File: src/design/tsrr_ram.sv
// ----------------------------------------------------------------------------
// tsrr_ram
// Simple dual-port RAM: one write port, one read port, registered read data.
// ----------------------------------------------------------------------------
module tsrr_ram #(
  parameter int ADDR_W = 8,
  parameter int DATA_W = 8
) (
  input  logic              clk,
  input  logic              we,
  input  logic [ADDR_W-1:0] waddr,
  input  logic [DATA_W-1:0] wdata,
  input  logic [ADDR_W-1:0] raddr,
  output logic [DATA_W-1:0] rdata
);

  logic [DATA_W-1:0] mem [2**ADDR_W];

  always_ff @(posedge clk) begin
    if (we) begin
      mem[waddr] <= wdata;
    end
    rdata <= mem[raddr];  // old data on a same-cycle write
  end

endmodule

File: config.mk
export PLATFORM = sky130hd
export DESIGN_NAME = tsrr_ram
export DESIGN_NICKNAME = d
export VERILOG_FILES = /design/src/design/tsrr_ram.sv
export SDC_FILE = /design/constraint.sdc
export NUM_CORES = 2
export LEC_CHECK = 0
export BUFFER_PORTS_ARGS = -buffer_cell sky130_fd_sc_hd__buf_2
export CORE_MARGIN = 2
export CORE_UTILIZATION = 50
export CTS_BUF_LIST = sky130_fd_sc_hd__clkbuf_8
export CTS_CLUSTER_SIZE = 24
export DETAILED_ROUTE_END_ITERATION = 8
export GPL_TIMING_DRIVEN = 0
export PLACE_DENSITY_LB_ADDON = 0.1
export SYNTH_ARGS = -nofsm -noshare
export SYNTH_HDL_FRONTEND = slang
export SYNTH_SLANG_ARGS = --single-unit
export TNS_END_PERCENT = 50
File: constraint.sdc
create_clock -name clk -period 2.87 [get_ports clk]
set_input_delay 0.1435 -clock clk [delete_from_list [all_inputs] [get_ports clk]]
set_output_delay 0.1435 -clock clk [all_outputs]
set_load 0.005 [all_outputs]
==> After elaboration in Yosys (flattened, before gate mapping) <==
Memories as Yosys holds them, arrays and structs flattened. A register that Yosys moved wholly into a read port is not among the register bits.
Cells that the tools add are included.
{ "totals": {"reg_bits": 0, "ram_bits": 2048, "in_bits": 26, "output_inout_bits": 8, "memories": 1} }
{ "mem_list": {"columns": ["name", "words", "width", "rd", "rd_ports_with_merged_regs", "wr", "line", "text"], "rows": [
  ["mem", 256, 8, 1, 1, 1, "17", "logic [DATA_W-1:0] mem [2**ADDR_W];"]
]} }
{ "op_classes": {"n_mux": 2} }
{ "ops": {"columns": ["cell", "n"], "rows": [
  ["2-to-1 mux 1 bit", 2]
]} }

==> Depth between registers and ports, before layout <==
{ "depth": {"depth_word": 2, "ltp_mapped": 11, "ltp_nobuf": 6} }

==> Least setup slack after synthesis <==
OpenSTA, ideal clock, no wires.
{ "synth_timing": {"kind": "input -> register", "from": "in raddr[0]", "to": "reg rdata[2], read port of mem", "setup_time_ns": 0.131, "arrival_time_ns": 1.950, "path_slack_ns": 0.789, "stages": 9, "n_path_buf": 4, "cell_sequence": "buf_6 > buf_12 > buf_8 > buf_2 > mux4_2 > a22oi_1 > a21oi_1 > nor4_1 > nor4_2"} }
{ "synth_lines": {"columns": ["item", "line", "text"], "rows": [
  ["from (decl)", "13", "input logic [ADDR_W-1:0] raddr,"],
  ["to (decl)", "14", "output logic [DATA_W-1:0] rdata"]
]} }

==> metrics.md <==
| Metric | Value |
|---|---|
| Outcome | finished with violations |
| Failing checks | negative setup slack |
| Sum of internal, switching and leakage power | between 60 and 70 mW |
| Synth unique cells | 55 |
| Initial standard-cell utilization of the core | 50.3% |
| Clock transition at path regs | 0.06 ns |
| Number of global-route vias before repair | ~42000 |
| Number of detailed-route iterations in the first pass | 8 |
| Hold worst-path end | mem[12][4] |
| Slowest stage cell on the critical path | a2111oi_1 |
| Worst-path cell chain | buf_2 -> buf_4 -> clkbuf_2 -> clkbuf_2 -> clkbuf_2 -> a2111oi_1 -> nor3_1 -> nor4_4 |
| Total detailed-routing wirelength | 249 mm |
| Pwr Density | 675 nW/um2 |
| Fillcell total | about 12000 |
| Routability congestion estimate | 0.917 |
| Antenna Violating Nets Remaining | 0 |
| Fraction of the yosys area taken by sequential cells | 77.5% |
| Post-Syn Area per Cell | about 21 um2 |
| Worst Path Class, Setup | input port to flip-flop |
| Syn Inst Count | between 3000 and 4000 |
| Area share of xor/xnor cells in the synthesized design | 0% |
| Number of cells after detailed placement | 5845 |
| Chip Height | 403 um |
| Count of flip-flops with a built-in enable after synthesis | 2048 |
| Cell type with the largest total area after synthesis | edfxtp_1 |
| Normalized max-slew margin | 19.3% |
| Number of nets in the finished design | about 4200 |
| Util after Layout | between 50 and 60% |
| Root buffer selected by CTS | clkbuf_8 |
| Startpoint of the lowest-slack hold path | waddr[2] |
| Largest cells by area after synthesis | edfxtp_1 (77%), mux4_2 (13%), mux2i_1 (1.7%) |
| Post-synthesis net count | 3759 |
| Combinational family with the most area after synthesis | multiplexers |
| Slew @ Worst Pin | 1.21 ns |
| Vias post-DR | 42100 |
| Area share of the largest cell type after synthesis | 77.3% |
| Dominant synthesized flop cell | edfxtp_1 |
| HPWL after detailed placement | 162 mm |
| Total congestion overflow | 0 |
| Final Cycle Share | 109% |
| Final standard cell count with taps included and fillers excluded | 6470 |
| Inserted Clock Buffers | 349 |
| Worst Reg2Reg Path Length in Cells | 6 |
| Type of element launching the critical path | input port |
| Internal reg-to-reg setup slack | -0.05 ns |
| Full die area | around 160000 um2 |
| Portion of netlist area occupied by mux cells | between 10 and 15% |
| Most used standard cells in the synthesized netlist | edfxtp_1 (2048), mux4_2 (454), nor2_1 (282) |
| Post-synthesis simple-gate area fraction | 2.63% |
| Total GRT Usage | 30.8% |
| Class of the tightest hold or removal check | input port to flip-flop |
| Number of H-tree levels | 5 |
| Post-synthesis adder-cell area fraction | 0% |
| R2R Path End | rdata[4] |
| Final critical delay including setup and external delays | 3.12 ns |
| DRC violations left | 0 |
| CP most frequent cell | clkbuf_2 |
| Max Freq | 0.321 GHz |
| Worst hold stages | 3 |
| Total of endpoints with negative setup slack in the final report | 30 |
| Area of placed instances | 82700 um2 |
| Kind of capture point of the worst setup path | flip-flop |
| Total area of multi-input combinational cells | 16700 um2 |
| Detail-routed via count per cell | between 6 and 7 |
| Data arrival time of the critical path | 3.95 ns |
| Count of yosys warnings during synthesis | 0 |
| CTS Buffer Depth | 4 |
| Most frequent cell after synthesis | edfxtp_1 |
| Final Max Tran Viols | 0 |
| Area of the core | 158000 um2 |
| Flip-flop and latch count after synthesis | 2056 |
| Detailed Route Iter0 Violations | 6468 |
| Setup Skew | 0.0728 ns |
| Quantity of I/O buffers inserted on ports | 26 |
| # IOs | 34 |
| Largest net degree at the start of global routing | 149 |
| Width of the die | 403 um |
| Number of rows in the core area | ~150 |
| Fraction of the mapped netlist area in compound gates | 3.42% |
| Cell leakage power | 28.0 nW |
| Critical Path Max Stage Delay | 0.90 ns |
| Insertion delay of the later-clocked pin in the worst-skew pair | between 1 and 1.5 ns |
| Area added between synthesis and finish | 12.1% |
| Slack of the critical path | -0.246 ns |
| Launching point of the worst reg2reg path | mem[128][4] |
| Setup repair after global routing missed its margin | false |
| Data required time at the worst endpoint | 3.71 ns |
| WHS | 0.119 ns |
| Share of flip-flops with an asynchronous set or reset after synthesis | 0% |
| Global-route wire length before repair | 338 mm |
| Total number of clock tree sinks | 2056 |
| Maximum net fanout on the critical path | 10 |
| Maximum vdd drop | 0.000543 V |
| Number of antenna violations at the first check in global routing | 15 |
| Area of all placed cells without fillers | about 89000 um2 |
| Clock tree from TritonCTS | yes |
| Register area | 61700 um2 |
| Number of max-cap violations | 0 |
| Wire per inst | between 30 and 40 um |
| Final Hold Viols | 0 |
| Post-synth design cell area | 79600 um2 |
| Fraction of layout cells with a size suffix above 1 | 24.7% |
-- through the flow --
stage | setup TNS, ns | setup slack, ns
floorplan | 0 | 0.789
global placement | -4200.57 | -3.02
detailed placement | -459.17 | -2.24
CTS | 0 | 0.00326
global route | 0 | 0.0148
finish | -1.23 | -0.246
-- routing by layer --
layer  GRT usage (%)  share of wire (%)
met1            43.3                 39
met2            47.4                 47
met3            7.28                 10
met4            11.5                3.8
met5               0             0.0040
-- layout by cell type, fill, tap and decap left out, types with 28 or more instances in the layout --
cell type,count
edfxtp_1,2048
mux4_2,454
clkbuf_8,358
nor2_1,281
mux2i_1,134
a22oi_1,133
inv_1,125
a21oi_1,93
clkinv_1,76
clkbuf_1,70
buf_2,48
o221ai_1,46
clkbuf_2,39
nand3_1,34
nand2_1,33
buf_4,32
nor2b_1,30
o22ai_1,28
-- how the worst max path moves through the flow --
stage,start,to,slack (ns),depth (start not counted)
2_1_floorplan,raddr[0],rdata[2],0.79,9
3_3_place_gp,raddr[2],rdata[4],-3.02,9
3_5_place_dp,raddr[4],rdata[4],-2.24,9
4_1_cts,raddr[1],rdata[0],0.003,9
5_1_grt,waddr[1],mem[191][4],0.01,7
6_report,raddr[4],rdata[4],-0.25,8
-- kinds of logic after synthesis --
logic type      Yosys count
buf+inv                 235
compound gates          385
flops                  2056
mux                     591
simple gates            466
-- worst max-delay path, delay by kind of cell --
kind	cells	cell delay, ns
AND/OR/NAND/NOR	2	0.94
buffers and inverters	5	1.86
AO/OA/AOI/OAI	1	0.90
-- area by class of cell --
class,instances,area share (%)
timing repair buffer,59,0.797
inverter,2,0.00842
clock inverter,234,1.13
sequential,2056,69.1
buffer,233,1.78
clock buffer,358,5.52
antenna,14,0.0393
tap,2072,2.91
multi-input combinational,1442,18.7
-- sequential cells by signal (all words and copies together) (netlist names) --
name	count
mem	2048
rdata	8
-- timing repair --
action	in CTS	in global routing
hold endpoints to repair	1263	0
hold buffers	19	0
endpoints found under the setup margin	8	7
resized for setup	73	7
setup buffers	0	0
-- power breakdown --
group | switching [mW] | internal, mW | total [mW]
sequential | 0.0187 | 33.1 | 33.1
clock | 11.7 | 11.7 | 23.5
combinational | 2.53 | 1.11 | 3.64
total | 14.3 | 46.0 | 60.2
Power figures use the tool's default switching activity.
