--- config.mk ---
export PLATFORM = sky130hd
export DESIGN_NAME = tsrr_seq
export DESIGN_NICKNAME = d
export VERILOG_FILES = /design/src/design/tsrr_pkg.sv /design/src/design/tsrr_seq.sv
export SDC_FILE = /design/constraint.sdc
export NUM_CORES = 1
export LEC_CHECK = 0
export ABC_AREA = 1
export BUFFER_PORTS_ARGS = -buffer_cell sky130_fd_sc_hd__buf_2
export CORE_MARGIN = 2
export CORE_UTILIZATION = 35
export CTS_CLUSTER_DIAMETER = 50
export DETAILED_ROUTE_END_ITERATION = 10
export GPL_TIMING_DRIVEN = 1
export PLACE_DENSITY = 0.69
export SLEW_MARGIN = 15
export SYNTH_ARGS = -nofsm -noshare
export SYNTH_HDL_FRONTEND = slang
export SYNTH_SLANG_ARGS = --single-unit
--- constraint.sdc ---
create_clock -name clk -period 6.02 [get_ports clk]
set_clock_uncertainty 0.05 [all_clocks]
set_input_delay 0.903 -clock clk [delete_from_list [all_inputs] [get_ports clk]]
set_output_delay 0.903 -clock clk [all_outputs]
set_load 0.02 [all_outputs]
--- src/design/tsrr_pkg.sv ---
// ----------------------------------------------------------------------------
// tsrr_pkg
// Shared types, constants and size tables of the tiled sprite row renderer.
// ----------------------------------------------------------------------------
package tsrr_pkg;

  localparam int CHAR_STORE_BYTES = 131072;  // power of two, 4096 .. 1048576
  localparam int MAX_SPRITE_SIDE  = 64;      // 8 .. 64
  localparam int CHAR_ADDR_W      = $clog2(CHAR_STORE_BYTES);
  localparam int SIDE_ROUNDED     = (MAX_SPRITE_SIDE / 8) * 8;
  localparam int SIDE_LIMIT       = (SIDE_ROUNDED < 8) ? 8 : SIDE_ROUNDED;

  localparam logic [7:0] NIBBLE_MASK  = 8'h0F;
  localparam logic [7:0] ALPHA_OPAQUE = 8'hFF;

  typedef enum logic [1:0] {
    REQ_CHAR_WR = 2'd0,
    REQ_PAL_WR  = 2'd1,
    REQ_RENDER  = 2'd2,
    REQ_NONE    = 2'd3
  } req_code_t;

  typedef enum logic [2:0] {
    CFG_SIZE_CODE  = 3'd0,
    CFG_EIGHT_BIT  = 3'd1,
    CFG_START_TILE = 3'd2,
    CFG_MIRROR_H   = 3'd3,
    CFG_MIRROR_V   = 3'd4
  } cfg_reg_t;

  typedef struct packed {
    logic [1:0]  req_type;
    logic [16:0] store_addr;
    logic [7:0]  store_byte;
    logic [7:0]  color_index;
    logic [23:0] color_rgb;
    logic [5:0]  row_number;
  } req_t;

  typedef struct packed {
    logic [5:0] column;
    logic [7:0] red;
    logic [7:0] green;
    logic [7:0] blue;
    logic [7:0] alpha;
    logic       last_pixel;
  } pix_t;

  typedef struct packed {
    logic [2:0]  size_code;
    logic        eight_bit_mode;
    logic [15:0] start_tile;
    logic        mirror_h;
    logic        mirror_v;
  } cfg_t;

  // travels with each character store read
  typedef struct packed {
    logic [5:0] col;
    logic       last;
    logic       hi_nib;
  } pix_tag_t;

  function automatic logic [6:0] clamp_side(logic [6:0] s);
    return (s > 7'(SIDE_LIMIT)) ? 7'(SIDE_LIMIT) : s;
  endfunction

  function automatic logic [6:0] side_w(logic [2:0] code);
    logic [6:0] s;
    case (code)
      3'd0:    s = 7'd8;
      3'd1:    s = 7'd16;
      3'd2:    s = 7'd32;
      3'd3:    s = 7'd64;
      3'd4:    s = 7'd16;
      3'd5:    s = 7'd32;
      3'd6:    s = 7'd32;
      default: s = 7'd8;
    endcase
    return clamp_side(s);
  endfunction

  function automatic logic [6:0] side_h(logic [2:0] code);
    logic [6:0] s;
    case (code)
      3'd0:    s = 7'd8;
      3'd1:    s = 7'd16;
      3'd2:    s = 7'd32;
      3'd3:    s = 7'd64;
      3'd4:    s = 7'd8;
      3'd5:    s = 7'd8;
      3'd6:    s = 7'd16;
      default: s = 7'd8;
    endcase
    return clamp_side(s);
  endfunction

endpackage

--- src/design/tsrr_seq.sv ---
// ----------------------------------------------------------------------------
// tsrr_seq
// Row sequencer: walks the columns of one sprite row and issues one
// character store read address per pixel.
// ----------------------------------------------------------------------------
module tsrr_seq (
  input  logic                                clk,
  input  logic                                rst,
  input  tsrr_pkg::cfg_t                      cfg,
  input  logic                                start,
  input  logic [5:0]                          row_number,
  input  logic                                advance,
  output logic                                busy,
  output logic                                issue,
  output logic [tsrr_pkg::CHAR_ADDR_W-1:0]    rd_addr,
  output tsrr_pkg::pix_tag_t                  tag
);

  logic [6:0]  w;
  logic [6:0]  h;
  logic [5:0]  wm1;
  logic [3:0]  tw;
  logic [5:0]  mrow;
  logic [15:0] base_next;
  logic [5:0]  mcol;
  logic [15:0] tile;
  logic [21:0] addr8;
  logic [20:0] addr4;

  logic [15:0] base;
  logic [2:0]  line;
  logic [5:0]  col;

  assign w    = tsrr_pkg::side_w(cfg.size_code);
  assign h    = tsrr_pkg::side_h(cfg.size_code);
  assign wm1  = 6'(w - 7'd1);
  assign tw   = w[6:3];

  // with sides a multiple of 8, mirroring the row/column mirrors tile and pixel
  assign mrow      = cfg.mirror_v ? 6'(h - 7'd1) - row_number : row_number;
  assign base_next = {1'b0, cfg.start_tile[15:1]} + 16'(mrow[5:3]) * 16'(tw);

  assign mcol  = cfg.mirror_h ? wm1 - col : col;
  assign tile  = base + 16'(mcol[5:3]);
  assign addr8 = {tile, line, mcol[2:0]};
  assign addr4 = {tile, line, mcol[2:1]};

  assign issue   = busy && advance;
  assign rd_addr = cfg.eight_bit_mode ? tsrr_pkg::CHAR_ADDR_W'(addr8)
                                      : tsrr_pkg::CHAR_ADDR_W'(addr4);
  assign tag.col    = col;
  assign tag.last   = (col == wm1);
  assign tag.hi_nib = mcol[0];

  always_ff @(posedge clk) begin
    if (rst) begin
      busy <= 1'b0;
      col  <= 6'd0;
    end else if (start) begin
      busy <= 1'b1;
      col  <= 6'd0;
    end else if (issue) begin
      col <= col + 6'd1;
      if (col == wm1) begin
        busy <= 1'b0;
      end
    end
  end

  always_ff @(posedge clk) begin
    if (start) begin
      base <= base_next;
      line <= mrow[2:0];
    end
  end

endmodule

Word-level counts from Yosys, hierarchy flattened
Cells that the tools add are included.

Register bits after elaboration: 22. Latch bits: 0. Memory bits (writable): 0. Bits in read-only memories: 0. Input port bits: 32. Output and inout bits: 27. Word-level logic and storage cells: 39. Memories: 0.

Add/subtract/negate cells: 7. Multiply operators: 1. Divide/modulo/power cells: 0. Magnitude comparators: 2. Equal/unequal tests: 7. Shifts and indexed selects: 0. Muxes and demuxes: 10. Bitwise operators: 0. Reductions and logical operators: 8.

Operator list (number): $pmux W7 S3 (2); $mux W6 (3); $mux W17 (1); $gt A7 B7 Y1 const B (2); $add A12 B3 Y12 (1); $add A12 B7 Y12 (1); $sub A6 B1 Y6 const B (2); $sub A6 B6 Y6 (2); $eq A3 B3 Y1 const B (3); $mul A3 B4 Y7 (1); $mux W7 (1); $add A6 B1 Y6 const B (1); $eq A3 B2 Y1 const B (2); $eq A6 B6 Y1 (1); $reduce_or A2 Y1 (3); $reduce_bool A2 Y1 (2); $eq A3 B1 Y1 const B (1); $mux W1 (3); $reduce_or A3 Y1 (1); $reduce_and A2 Y1 (1); $logic_and A1 B1 Y1 (1).

Depth between registers and ports, before layout
Gate-level depths: netlist (run 1).

Word-level depth: 10. Depth in mapped cells: 23. Depth with buffers taken out: 23.

Worst setup path before layout (run 1)
OpenSTA, ideal clock, no wires.

Path type: in2reg. Start point: in cfg[19] (netlist name). End point: reg base[7], data pin. Library setup time: 262 ps. Arrival: 4183 ps. Data required time: 5708 ps. Path slack: 1524 ps. Stages: 20. Buffers on the path: 0. Cells stage by stage: inv_1 -> nand2_1 -> and2_1 -> ha_1 -> fa_1 -> inv_1 -> nand4_1 -> nand3_1 -> nand2_1 -> nand2_1 -> nand2_1 -> fa_1 -> fa_1 -> inv_1 -> fa_1 -> nand3_1 -> nand2_1 -> nand2_1 -> nand2_1 -> xor2_1.

Word-level cells in the longest chain between the ends: 10. Elaborated cells on any way between the ends: 20. Classes of those cells: add/sub: 3; mul: 1; order compare: 2; eq/ne: 6; mux: 5; reduce/logical: 3.

Ends and longest elaborated chain: start: declaration (line tsrr_seq.sv:9) `input tsrr_pkg::cfg_t cfg,`; $eq A3 B3 Y1 or $eq A3 B1 Y1 (tied branches) (line tsrr_pkg.sv:70, tsrr_pkg.sv:85); $reduce_or A2 Y1 (no line); $pmux W7 S3 (line tsrr_pkg.sv:85) `case (code)`; $gt A7 B7 Y1 (line tsrr_pkg.sv:65) `return (s > 7'(SIDE_LIMIT)) ? 7'(SIDE_LIMIT) : s;`; $mux W6 (line tsrr_pkg.sv:65); $sub A6 B1 Y6 (line tsrr_seq.sv:40) `assign mrow = cfg.mirror_v ? 6'(h - 7'd1) - row_number : row_number;`; $sub A6 B6 Y6 (line tsrr_seq.sv:40); $mux W6 (line tsrr_seq.sv:40); $mul A3 B4 Y7 * (line tsrr_seq.sv:41) `assign base_next = {1'b0, cfg.start_tile[15:1]} + 16'(mrow[5:3]) * 16'(tw);`; $add A12 B7 Y12 * (line tsrr_seq.sv:41); via base_next[7] (line tsrr_seq.sv:24) `logic [15:0] base_next;`; end signal: assignment (line tsrr_seq.sv:72) `base <= base_next;`; end: declaration (line tsrr_seq.sv:30) `logic [15:0] base;`.

Mark *: on every way through the listed nets, which the timed path passes. The rest lies on a longest branch. A chain may end at the register's enable or synchronous reset.

Worst setup path after layout (run 1)
Start point: in cfg[21] (netlist name). End point: out rd_addr[8] (netlist name).

Word-level cells in the longest chain between the ends: 10. Elaborated cells on any way between the ends: 16. Classes of those cells: add/sub: 3; order compare: 1; eq/ne: 6; mux: 4; reduce/logical: 2.

Ends and longest elaborated chain: $eq A3 B3 Y1, or another cell as far along (line tsrr_pkg.sv:70) `case (code)`; $reduce_or A3 Y1 (no line) or $reduce_or A2 Y1 (tied branches); $pmux W7 S3 * (line tsrr_pkg.sv:70); $gt A7 B7 Y1 (line tsrr_pkg.sv:65); $mux W7 * (line tsrr_pkg.sv:65); $sub A6 B1 Y6 * (line tsrr_seq.sv:36) `assign wm1 = 6'(w - 7'd1);`; $sub A6 B6 Y6 * (line tsrr_seq.sv:43) `assign mcol = cfg.mirror_h ? wm1 - col : col;`; $mux W6 * (line tsrr_seq.sv:43); $add A12 B3 Y12 * (line tsrr_seq.sv:44) `assign tile = base + 16'(mcol[5:3]);`; $mux W17 * (line tsrr_seq.sv:49) `assign rd_addr = cfg.eight_bit_mode ? tsrr_pkg::CHAR_ADDR_W'(addr8)`; end: declaration (line tsrr_seq.sv:15) `output logic [tsrr_pkg::CHAR_ADDR_W-1:0] rd_addr,`.

Mark *: on every way between the ends. The rest lies on a longest branch, timed or not.

==> results.py, run 1 <==
metrics = {
    "status": {
        "status": "finished, final reports clean",
    },
    "detailed_routing": {
        "wire_per_inst_um": 9.40,
        "drtIter0Drc": 100,
        "vias_per_cell": 4.45,
        "antenna_left": 0,
        "wirelength_mm": 4.24,
        "via_count": 2007,
        "drc": 0,
        "drt-pass1-iter-count": 4,
    },
    "floorplanning": {
        "die_h_um": 83.8,
        "placementRows": 29,
        "coreArea_um2": 6240,
        "die_w_um": 83.8,
        "die_area_um2": 7030,
        "num_io_pins": 59,
        "start_util_pct": 35.7,
    },
    "yosys": {
        "synthTopCellsByArea": "edfxtp_1 (20%), nand2_1 (17%), ha_1 (9.5%)",
        "yosysSeqAreaShare_pct": 26.5,
        "avgSynthCellArea_um2": 6.95,
        "synthArstFlopShare_pct": 0,
        "netlist_area_um2": 2230,
        "yosysMostFrequentCell": "nand2_1",
        "yosys.area.top_type": "edfxtp_1",
        "synth_top_area_share_pct": 20.2,
        "synth.top_cells.by_count": "nand2_1 (99), inv_1 (56), nand3_1 (24), nor2_1 (18)",
        "yosysUniqueCellTypes": 29,
        "syn_inst": 321,
        "synth_ff_type": "edfxtp_1",
        "synth_edf_count": 15,
        "ys_ff_latch": 22,
        "synth_fp_nets": 379,
        "yosysWarningCount": 0,
    },
    "worst_hold_path": {
        "hold_path_class": "reg -> reg",
        "min_path_cells": 2,
    },
    "timing": {
        "tightest_slew_ns": 0.417,
        "hold_viol": 0,
        "setup_tns_ns": 0,
        "rsz0062_at_grt": "no",
        "drv_slew": 0,
        "setup_viol": 0,
        "slew_headroom_pct": 72.1,
        "post-route-period-util_pct": 77.1,
        "fmax_mhz": 216,
        "min_period_ns": 4.64,
    },
    "worst_setup_path": {
        "r2r-start": "col[3]",
        "ff2ff_setup_slack_ns": 4.60,
        "required_ns": 5.07,
        "crit_end": "rd_addr[8]",
        "startpoint": "cfg[21]",
        "ff2ff_path_depth": 7,
        "cp_max_fo": 9,
        "cp.arrival_ns": 3.69,
        "start_kind": "primary input",
        "r2r_end": "busy",
        "critPathCaptureType": "output pin",
        "crit_type": "in -> out",
    },
    "pwr": {
        "finalPower_mw": 0.554,
        "p_leak_nw": 1.42,
        "p_per_area_nw_per_um2": 210,
        "peakVddDrop_v": 0.000128,
    },
    "global_routing": {
        "met2_usage_pct": 22.3,
        "grt_busiest_layer": "met2",
        "use_met3_pct": 1.19,
        "grt_usage_pct": 12.4,
        "use_met1_pct": 15.1,
        "antenna_found_initial": 0,
        "grt_pass1_vias": 1832,
        "grt_max_degree": 19,
        "grt_pass1_wl_mm": 7.43,
        "grt_overflow": 0,
    },
    "finish": {
        "n_fill_cell": 655,
        "synthToLayoutAreaGrowth_pct": 18.3,
        "final_layout_size_suffix_gt1_share_pct": 18.7,
        "nets": 433,
        "final-instance-count-excl-fill": 451,
        "antenna_cells": 0,
    },
    "clock_tree": {
        "post_cts_buffers": 0,
        "clock_path_buffers": 2,
        "cts.htree.levels": 1,
        "clockRootBuffer": "clkbuf_8",
        "cts_tree": "yes",
        "cts_resized": 0,
        "clock_sinks": 22,
        "cts_buffers": 3,
        "clock_latency_ns": 0.26,
        "cts-hold-fix-buffers": 0,
        "cts.clk_slew.worst_paths_ns": 0.08,
    },
    "run": {
        "timing.max_cap.violations": 0,
    },
    "placed_design": {
        "port_buffers": 54,
        "place_inst": 447,
        "routabilityCongestion": 0.855,
        "dp_hpwl_mm": 3.71,
    },
}
## state kept, by name (all words and copies together) (netlist names)
name	flops
base	12
busy	1
col	6
line	3
## per-layer routing
metal  share of wire [%]  wire length [µm]
met2                  47              2000
met3                 3.6               153
met5                   0                 0
met4                 2.1                90
met1                  47              2000
## cells in the final DEF, fill, tap and decap left out, types with 4 or more instances in the layout
| cell type | instances |
|---|---|
| nand2_1 | 99 |
| inv_1 | 56 |
| buf_2 | 54 |
| nand3_1 | 24 |
| nor2_1 | 18 |
| o21ai_0 | 17 |
| ha_1 | 17 |
| edfxtp_1 | 15 |
| xor2_1 | 12 |
| a21oi_1 | 10 |
| fa_1 | 9 |
| dfxtp_1 | 7 |
| nand4_1 | 6 |
| nor2_2 | 4 |
| nor3_1 | 4 |
| xnor2_1 | 4 |
## worst max-delay path, cell delays in order
cell	delay (ns)
buf_2	0.11
inv_2	0.11
nand2_1	0.08
a21oi_1	0.32
nor2_2	0.10
inv_2	0.10
ha_1	0.27
o21ai_0	0.21
nand2_1	0.10
inv_1	0.06
nand2_1	0.04
nand2_1	0.06
a21oi_2	0.05
ha_1	0.33
nand2_1	0.11
nand3_2	0.18
xor2_1	0.22
nand2_1	0.07
o21ai_0	0.08
buf_2	0.19
## where the power goes
group	internal, mW	switching [mW]	leakage, nW
Sequential	0.186	0.0130	0.204
Clock	0.0720	0.0434	0.0339
Combinational	0.0883	0.151	1.18
## area by class of cell
type,instances,area (µm²),share of cell area (%)
clock buffer,4,66.3,2.51
inverter,59,223,8.44
multi-input combinational,235,1390,52.8
sequential,22,591,22.4
tap,77,96.3,3.65
timing repair buffer,54,270,10.2
## logic make-up after synthesis
family / count (synthesis) / share of synthesized area, %
compound gates: 33 / 8.19
xor+xnor: 16 / 6.28
fa+ha+maj: 26 / 17.6
buf+inv: 64 / 11.0
flops: 22 / 26.5
simple gates: 160 / 30.4
## worst min path at each step
stage,startpoint,end,slack (ns)
after floorplan,busy,busy,0.50
after global placement,busy,busy,0.42
after detailed placement,busy,busy,0.42
after CTS,busy,busy,0.44
after global routing,busy,busy,0.47
final,busy,busy,0.44
## per-stage QoR
step	instance area [µm²]	setup slack, ns	util, %	hold slack [ns]
2_1_floorplan	2230	1.52	-	0.501
3_3_place_gp	2570	1.22	41.2	0.417
3_5_place_dp	2570	1.14	41.2	0.422
4_1_cts	2640	1.36	42.3	0.435
5_1_grt	2640	1.04	42.3	0.472
6_report	2640	1.38	42.3	0.435
Note: power is estimated with default switching activity, not from simulation.
==> inputs of run 2 (changes only) <==
clock period = 4.4 ns   (was 6.02 ns; I/O delays follow)
==> run 2 against run 1 <==
  * Sequential power grew 38%
  * First-iteration DRC count shrank 39%
  * Final cell count grew 2.7%
  * Combinational power grew 49%
  * Clock-buffer cell count is the same
  * Hold slack gained 0.00084 ns
  * Largest power group unchanged
  * Die area is the same
  * Worst setup slack lost 1.2 ns
  * Final area grew 4.7%
  * Critical path depth grew 1
==> results.py, run 2 (synthesis results as in run 1) <==
metrics = {
    "worst_setup_path": {
        "cp.arrival_ns": 4.14,
        "cp_top_family": "adder cells",
        "critPathCaptureType": "flop",
        "cp_max_fo": 4,
        "cp.buffers_inverters": 4,
        "crit_path_cell_trace": "buf_2 -> inv_1 -> nand2_1 -> and2_1 -> ha_1 -> fa_1 -> inv_1 -> nand4_1 -> nand3_1 -> nand2_1 -> nand2_2 -> nand2_1 -> fa_1 -> inv_1 -> fa_1 -> ha_1 -> a21oi_1 -> nand2_1 -> nand2_1 -> nand2_1 -> xor2_1",
        "critPathSlowestCell": "fa_1",
        "cp_common_cell": "nand2_1",
        "start_kind": "primary input",
        "required_ns": 4.35,
        "crit_type": "in -> reg",
        "cpPeakStageDelay_ns": 0.53,
    },
    "global_routing": {
        "grt_busiest_layer": "met2",
        "use_met1_pct": 14.6,
        "met2_usage_pct": 23.7,
        "antenna_found_initial": 0,
        "grt_pass1_wl_mm": 7.49,
        "grt_max_degree": 19,
        "grt_pass1_vias": 1898,
        "use_met3_pct": 1.78,
        "grt_usage_pct": 12.6,
        "grt_overflow": 0,
    },
    "clock_tree": {
        "cts_buffers": 3,
        "clockRootBuffer": "clkbuf_8",
        "cts_tree": "yes",
        "clock_path_buffers": 2,
        "clock_sinks": 22,
        "cts.htree.levels": 1,
        "cts-hold-fix-buffers": 0,
        "cts.clk_slew.worst_paths_ns": 0.08,
        "clock_latency_ns": 0.26,
    },
    "finish": {
        "n_fill_cell": 638,
        "final_common_cell": "nand2_1",
        "seq_area_um2": 591,
        "fin_area_um2": 2770,
        "final_layout_size_suffix_gt1_share_pct": 22.3,
        "synthToLayoutAreaGrowth_pct": 23.9,
        "antenna_cells": 0,
        "final_cell_mix": "nand2_1 (97), inv_1 (56), buf_2 (53)",
        "nets": 445,
        "top_register": "base",
        "largest_reg_flops": 12,
        "top_regs": "base: 12 flops, col: 6 flops, line: 3 flops",
        "multi_input_area_um2": 1430,
    },
    "pwr": {
        "finalPower_mw": 0.790,
        "combPwrFrac_pct": 45.2,
        "p_switching_mw": 0.294,
        "peakVddDrop_v": 0.000166,
        "pwr-share-clk_pct": 20.0,
        "intPower_mw": 0.496,
        "switching_share_pct": 37.2,
        "p_per_area_nw_per_um2": 286,
        "p_leak_nw": 1.48,
        "pwr-share-seq_pct": 34.8,
    },
    "detailed_routing": {
        "drc": 0,
        "wirelength_mm": 4.38,
        "drt-pass1-iter-count": 4,
        "via_count": 2093,
        "vias_per_cell": 4.52,
        "antenna_left": 0,
        "drtIter0Drc": 61,
        "wire_per_inst_um": 9.46,
    },
    "floorplanning": {
        "die_w_um": 83.8,
        "coreArea_um2": 6240,
        "start_util_pct": 35.7,
        "num_io_pins": 59,
        "die_h_um": 83.8,
        "die_area_um2": 7030,
        "placementRows": 29,
    },
    "timing": {
        "tightest_slew_ns": 0.433,
        "setup_tns_ns": 0,
        "setup_viol": 0,
        "setup_ws_ns": 0.215,
        "holdWs_ns": 0.436,
        "drv_slew": 0,
        "fmax_mhz": 239,
        "rsz0062_at_grt": "no",
        "min_period_ns": 4.18,
        "slew_headroom_pct": 71.1,
        "hold_viol": 0,
        "post-route-period-util_pct": 95.1,
    },
    "placed_design": {
        "dp_hpwl_mm": 3.85,
        "port_buffers": 54,
        "place_ws_ns": -0.144,
        "post_dp_cell_area_um2": 2660,
        "routabilityCongestion": 0.854,
    },
    "worst_hold_path": {
        "hold_path_class": "reg -> reg",
    },
    "status": {
        "status": "finished, final reports clean",
    },
    "run": {
        "timing.max_cap.violations": 0,
    },
}
==> run 2: layer usage <==
metal	routed length [µm]	vias to the layer above	share of wire (%)
li1	-	1149	-
met1	1980	908	45
met2	2170	34	49
met3	192	2	4.4
met4	36	0	0.82
met5	0	-	0
==> run 2: stage by stage <==
step | utilization (%) | cells
floorplan | - | 321
global placement | 42.6 | 458
detailed placement | 42.6 | 458
CTS | 43.6 | 462
global route | 44.3 | 463
finish | 44.3 | 463
==> run 2: layout make-up <==
cell class	instances	share of cell area (%)
multi-input cells	235	51.6
flip-flops and latches	22	21.4
repair buffers	66	13.1
inverters	59	8.05
well taps	77	3.48
clock buffers	4	2.40
==> run 2: path summary, 6_finish.rpt <==
check	slack, ns	start	endpoint	depth (start not counted)
max	0.22	cfg[19]	base[8]	21
max reg2reg	2.98	col[3]	busy	7
min reg2reg	0.44	busy	busy	2
min	0.44	busy	busy	2
==> run 2: timing repair <==
item / 4_1_cts / 5_1_grt
buffers inserted: 0 / 1
endpoints found under the setup margin: 0 / 12
gates resized for setup: 0 / 7
==> run 2: worst register-to-register path, delay by kind of cell, from the launching register on <==
kind,cells,cell delay (ns)
and+or+nand+nor,4,0.40
DFF,1,0.38
adders and majority gates,1,0.35
buffers and inverters,1,0.10
AOI/OAI and AO/OA,1,0.05
==> run 2: power groups by stage <==
stage          logic, mW  clock network, mW  registers [mW]
2_1_floorplan      0.244                  0           0.275
3_3_place_gp       0.339                  0           0.277
3_5_place_dp       0.347                  0           0.277
4_1_cts            0.349              0.162           0.273
5_1_grt            0.408              0.170           0.279
6_report           0.357              0.158           0.275
==> inputs of run 3 (changes only) <==
ABC_AREA = unset   (was 1)
PLACE_DENSITY = 0.68   (was 0.69)
==> run 3 against run 2 <==
  * Area after synthesis up 7.3%
  * Via count down 0.62%
  * Largest power group unchanged
  * Synthesized cell count down 17%
  * Sequential cell count unchanged
  * Clock-buffer cell count unchanged
  * Power up 11%
==> results.py, run 3 <==
metrics = {
    "status": {
        "status": "finished, final reports clean",
    },
    "pwr": {
        "switching_share_pct": 37.6,
        "p_per_area_nw_per_um2": 294,
        "p_switching_mw": 0.330,
        "peakVddDrop_v": 0.000115,
        "combPwrFrac_pct": 49.3,
        "pwr-share-clk_pct": 18.0,
        "pwr-share-seq_pct": 32.7,
        "p_leak_nw": 1.33,
        "intPower_mw": 0.548,
    },
    "finish": {
        "n_fill_cell": 645,
        "final-instance-count-excl-fill": 409,
        "final_common_cell": "buf_2",
        "synthToLayoutAreaGrowth_pct": 25.0,
        "top_register": "base",
        "antenna_cells": 0,
        "utilization_pct": 44.6,
        "final_cell_mix": "buf_2 (51), inv_1 (24), nand2_1 (21)",
        "nets": 388,
        "largest_reg_flops": 12,
        "final_layout_size_suffix_gt1_share_pct": 31.3,
        "top_regs": "base: 12 flops, col: 6 flops, line: 3 flops",
        "seq_area_um2": 591,
        "multi_input_area_um2": 1750,
    },
    "worst_hold_path": {
        "hold_path_class": "reg -> reg",
        "min_from": "busy",
        "min_to": "busy",
        "min_path_cells": 2,
    },
    "worst_setup_path": {
        "ff2ff_path_depth": 7,
        "critPathCaptureType": "output pin",
        "cp_max_fo": 6,
        "required_ns": 3.69,
        "crit_type": "in -> out",
        "ff2ff_setup_slack_ns": 2.79,
        "r2r-start": "col[3]",
        "start_kind": "primary input",
        "r2r_end": "busy",
        "cp.arrival_ns": 3.50,
    },
    "global_routing": {
        "grt_max_degree": 37,
        "grt_pass1_vias": 1827,
        "grt_usage_pct": 12.5,
        "antenna_found_initial": 0,
        "grt_pass1_wl_mm": 7.78,
        "grt_overflow": 0,
    },
    "clock_tree": {
        "cts.htree.levels": 1,
        "cts.clk_slew.worst_paths_ns": 0.08,
        "cts-hold-fix-buffers": 0,
        "cts_tree": "yes",
        "clock_path_buffers": 2,
        "clock_sinks": 22,
        "clockRootBuffer": "clkbuf_8",
        "clock_latency_ns": 0.26,
        "cts_buffers": 3,
    },
    "yosys": {
        "synth_ff_type": "edfxtp_1",
        "synth_fp_nets": 326,
        "synthArstFlopShare_pct": 0,
        "synth.top_cells.by_count": "inv_1 (24), nand2_1 (23), nor2_1 (19), xnor2_1 (18), ha_1 (17)",
        "yosys.area.top_type": "edfxtp_1",
        "syn_inst": 268,
        "yosysWarningCount": 0,
        "synth_edf_count": 15,
        "synthTopCellsByArea": "edfxtp_1 (19%), ha_1 (8.9%), fa_1 (7.5%)",
        "synth_top_area_share_pct": 18.8,
        "yosysSeqAreaShare_pct": 24.7,
        "yosysMostFrequentCell": "inv_1",
        "netlist_area_um2": 2390,
        "ys_ff_latch": 22,
        "avgSynthCellArea_um2": 8.94,
        "yosysUniqueCellTypes": 54,
    },
    "floorplanning": {
        "die_area_um2": 7520,
        "coreArea_um2": 6720,
        "placementRows": 30,
        "num_io_pins": 59,
        "die_w_um": 86.7,
        "die_h_um": 86.7,
        "start_util_pct": 35.6,
    },
    "timing": {
        "drv_slew": 0,
        "rsz0062_at_grt": "no",
        "hold_viol": 0,
        "min_period_ns": 4.21,
        "tightest_slew_ns": 0.660,
        "setup_viol": 0,
        "fmax_mhz": 238,
        "slew_headroom_pct": 56.0,
        "post-route-period-util_pct": 95.7,
        "setup_tns_ns": 0,
    },
    "detailed_routing": {
        "vias_per_cell": 5.09,
        "via_count": 2080,
        "drc": 0,
        "wire_per_inst_um": 11.7,
        "antenna_left": 0,
        "drtIter0Drc": 76,
        "drt-pass1-iter-count": 4,
        "wirelength_mm": 4.78,
    },
    "placed_design": {
        "routabilityCongestion": 0.795,
        "port_buffers": 54,
        "place_inst": 401,
        "dp_hpwl_mm": 3.99,
    },
    "run": {
        "timing.max_cap.violations": 0,
    },
}
-- run 3: cell types whose count changed in the layout (fill, tap and decap cells not counted), moves of 4 or more --
cell,change
o211ai_1,+4
o21ai_0,-8
mux2_2,+6
nand3_1,-21
a211oi_1,+4
inv_1,-32
and2_1,+4
mux2i_1,+8
nand2_1,-76
xnor2_1,+13
-- run 3: area by class of cell --
cell class,count,area share (%)
Multi-Input combinational cell,210,58.3
Tap cell,80,3.34
Clock buffer,4,2.21
Inverter,24,3.01
Sequential cell,22,19.7
Timing Repair Buffer,69,13.4
-- run 3: logic make-up after synthesis --
| family | count (synthesis) | synth area share (%) |
|---|---|---|
| buffers and inverters | 36 | 6.01 |
| adders and majority gates | 26 | 16.4 |
| xor gates and xnor gates | 29 | 10.6 |
| AOI/OAI and AO/OA | 60 | 18.2 |
| muxes | 14 | 6.17 |
| DFF | 22 | 24.7 |
| and+or+nand+nor | 81 | 18.0 |
-- run 3: per-layer routing --
metal | share of wire [%] | GRT usage, % | vias up
met3 | 3.5 | 0.952 | 4
li1 | - | - | 1075
met5 | 0 | 0 | -
met4 | 1.2 | 3.98 | 0
met2 | 49 | 21.3 | 39
met1 | 47 | 16.8 | 962
-- run 3: power groups by stage --
stage | registers, mW | clock network (mW) | logic, mW
2_1_floorplan | 0.285 | 0 | 0.304
3_3_place_gp | 0.289 | 0 | 0.405
3_5_place_dp | 0.290 | 0 | 0.413
4_1_cts | 0.286 | 0.160 | 0.414
5_1_grt | 0.293 | 0.167 | 0.485
6_report | 0.288 | 0.158 | 0.433
-- run 3: metrics by stage --
| stage | hold WS (ns) | setup WS [ns] | power (mW) | cell area (µm²) |
|---|---|---|---|---|
| finish | 0.474 | 0.191 | 0.879 | 2990 |
| global route | 0.497 | 0.00250 | 0.944 | 2990 |
| CTS | 0.473 | 0.0282 | 0.860 | 2880 |
| detailed placement | 0.460 | -0.139 | 0.703 | 2810 |
| global placement | 0.441 | -0.0772 | 0.694 | 2810 |
| floorplan | 0.520 | 0.0238 | 0.588 | 2410 |
-- run 3: worst max path at each step --
stage | cells past startpoint | end | startpoint | slack [ns]
global placement | 16 | base[11] | cfg[21] | -0.08
CTS | 13 | rd_addr[15] | cfg[20] | 0.03
global route | 16 | rd_addr[15] | cfg[19] | 0.002
detailed placement | 16 | base[11] | cfg[21] | -0.14
finish | 15 | rd_addr[14] | cfg[19] | 0.19
floorplan | 16 | base[11] | cfg[21] | 0.02
-- run 3: critical path: stages --
cell	delay, ns
buf_4	0.13
buf_6	0.12
nor2_4	0.09
o21ai_2	0.06
ha_1	0.33
o21a_1	0.24
o211ai_1	0.22
o31ai_2	0.11
xor2_1	0.30
ha_4	0.29
a21oi_1	0.22
nor2_2	0.11
a22o_1	0.24
a32oi_1	0.18
buf_2	0.20
-- run 3: repair_timing --
action / in CTS / in global routing
gates resized for setup: 0 / 21
endpoints found under the setup margin: 0 / 11
buffers inserted: 0 / 4
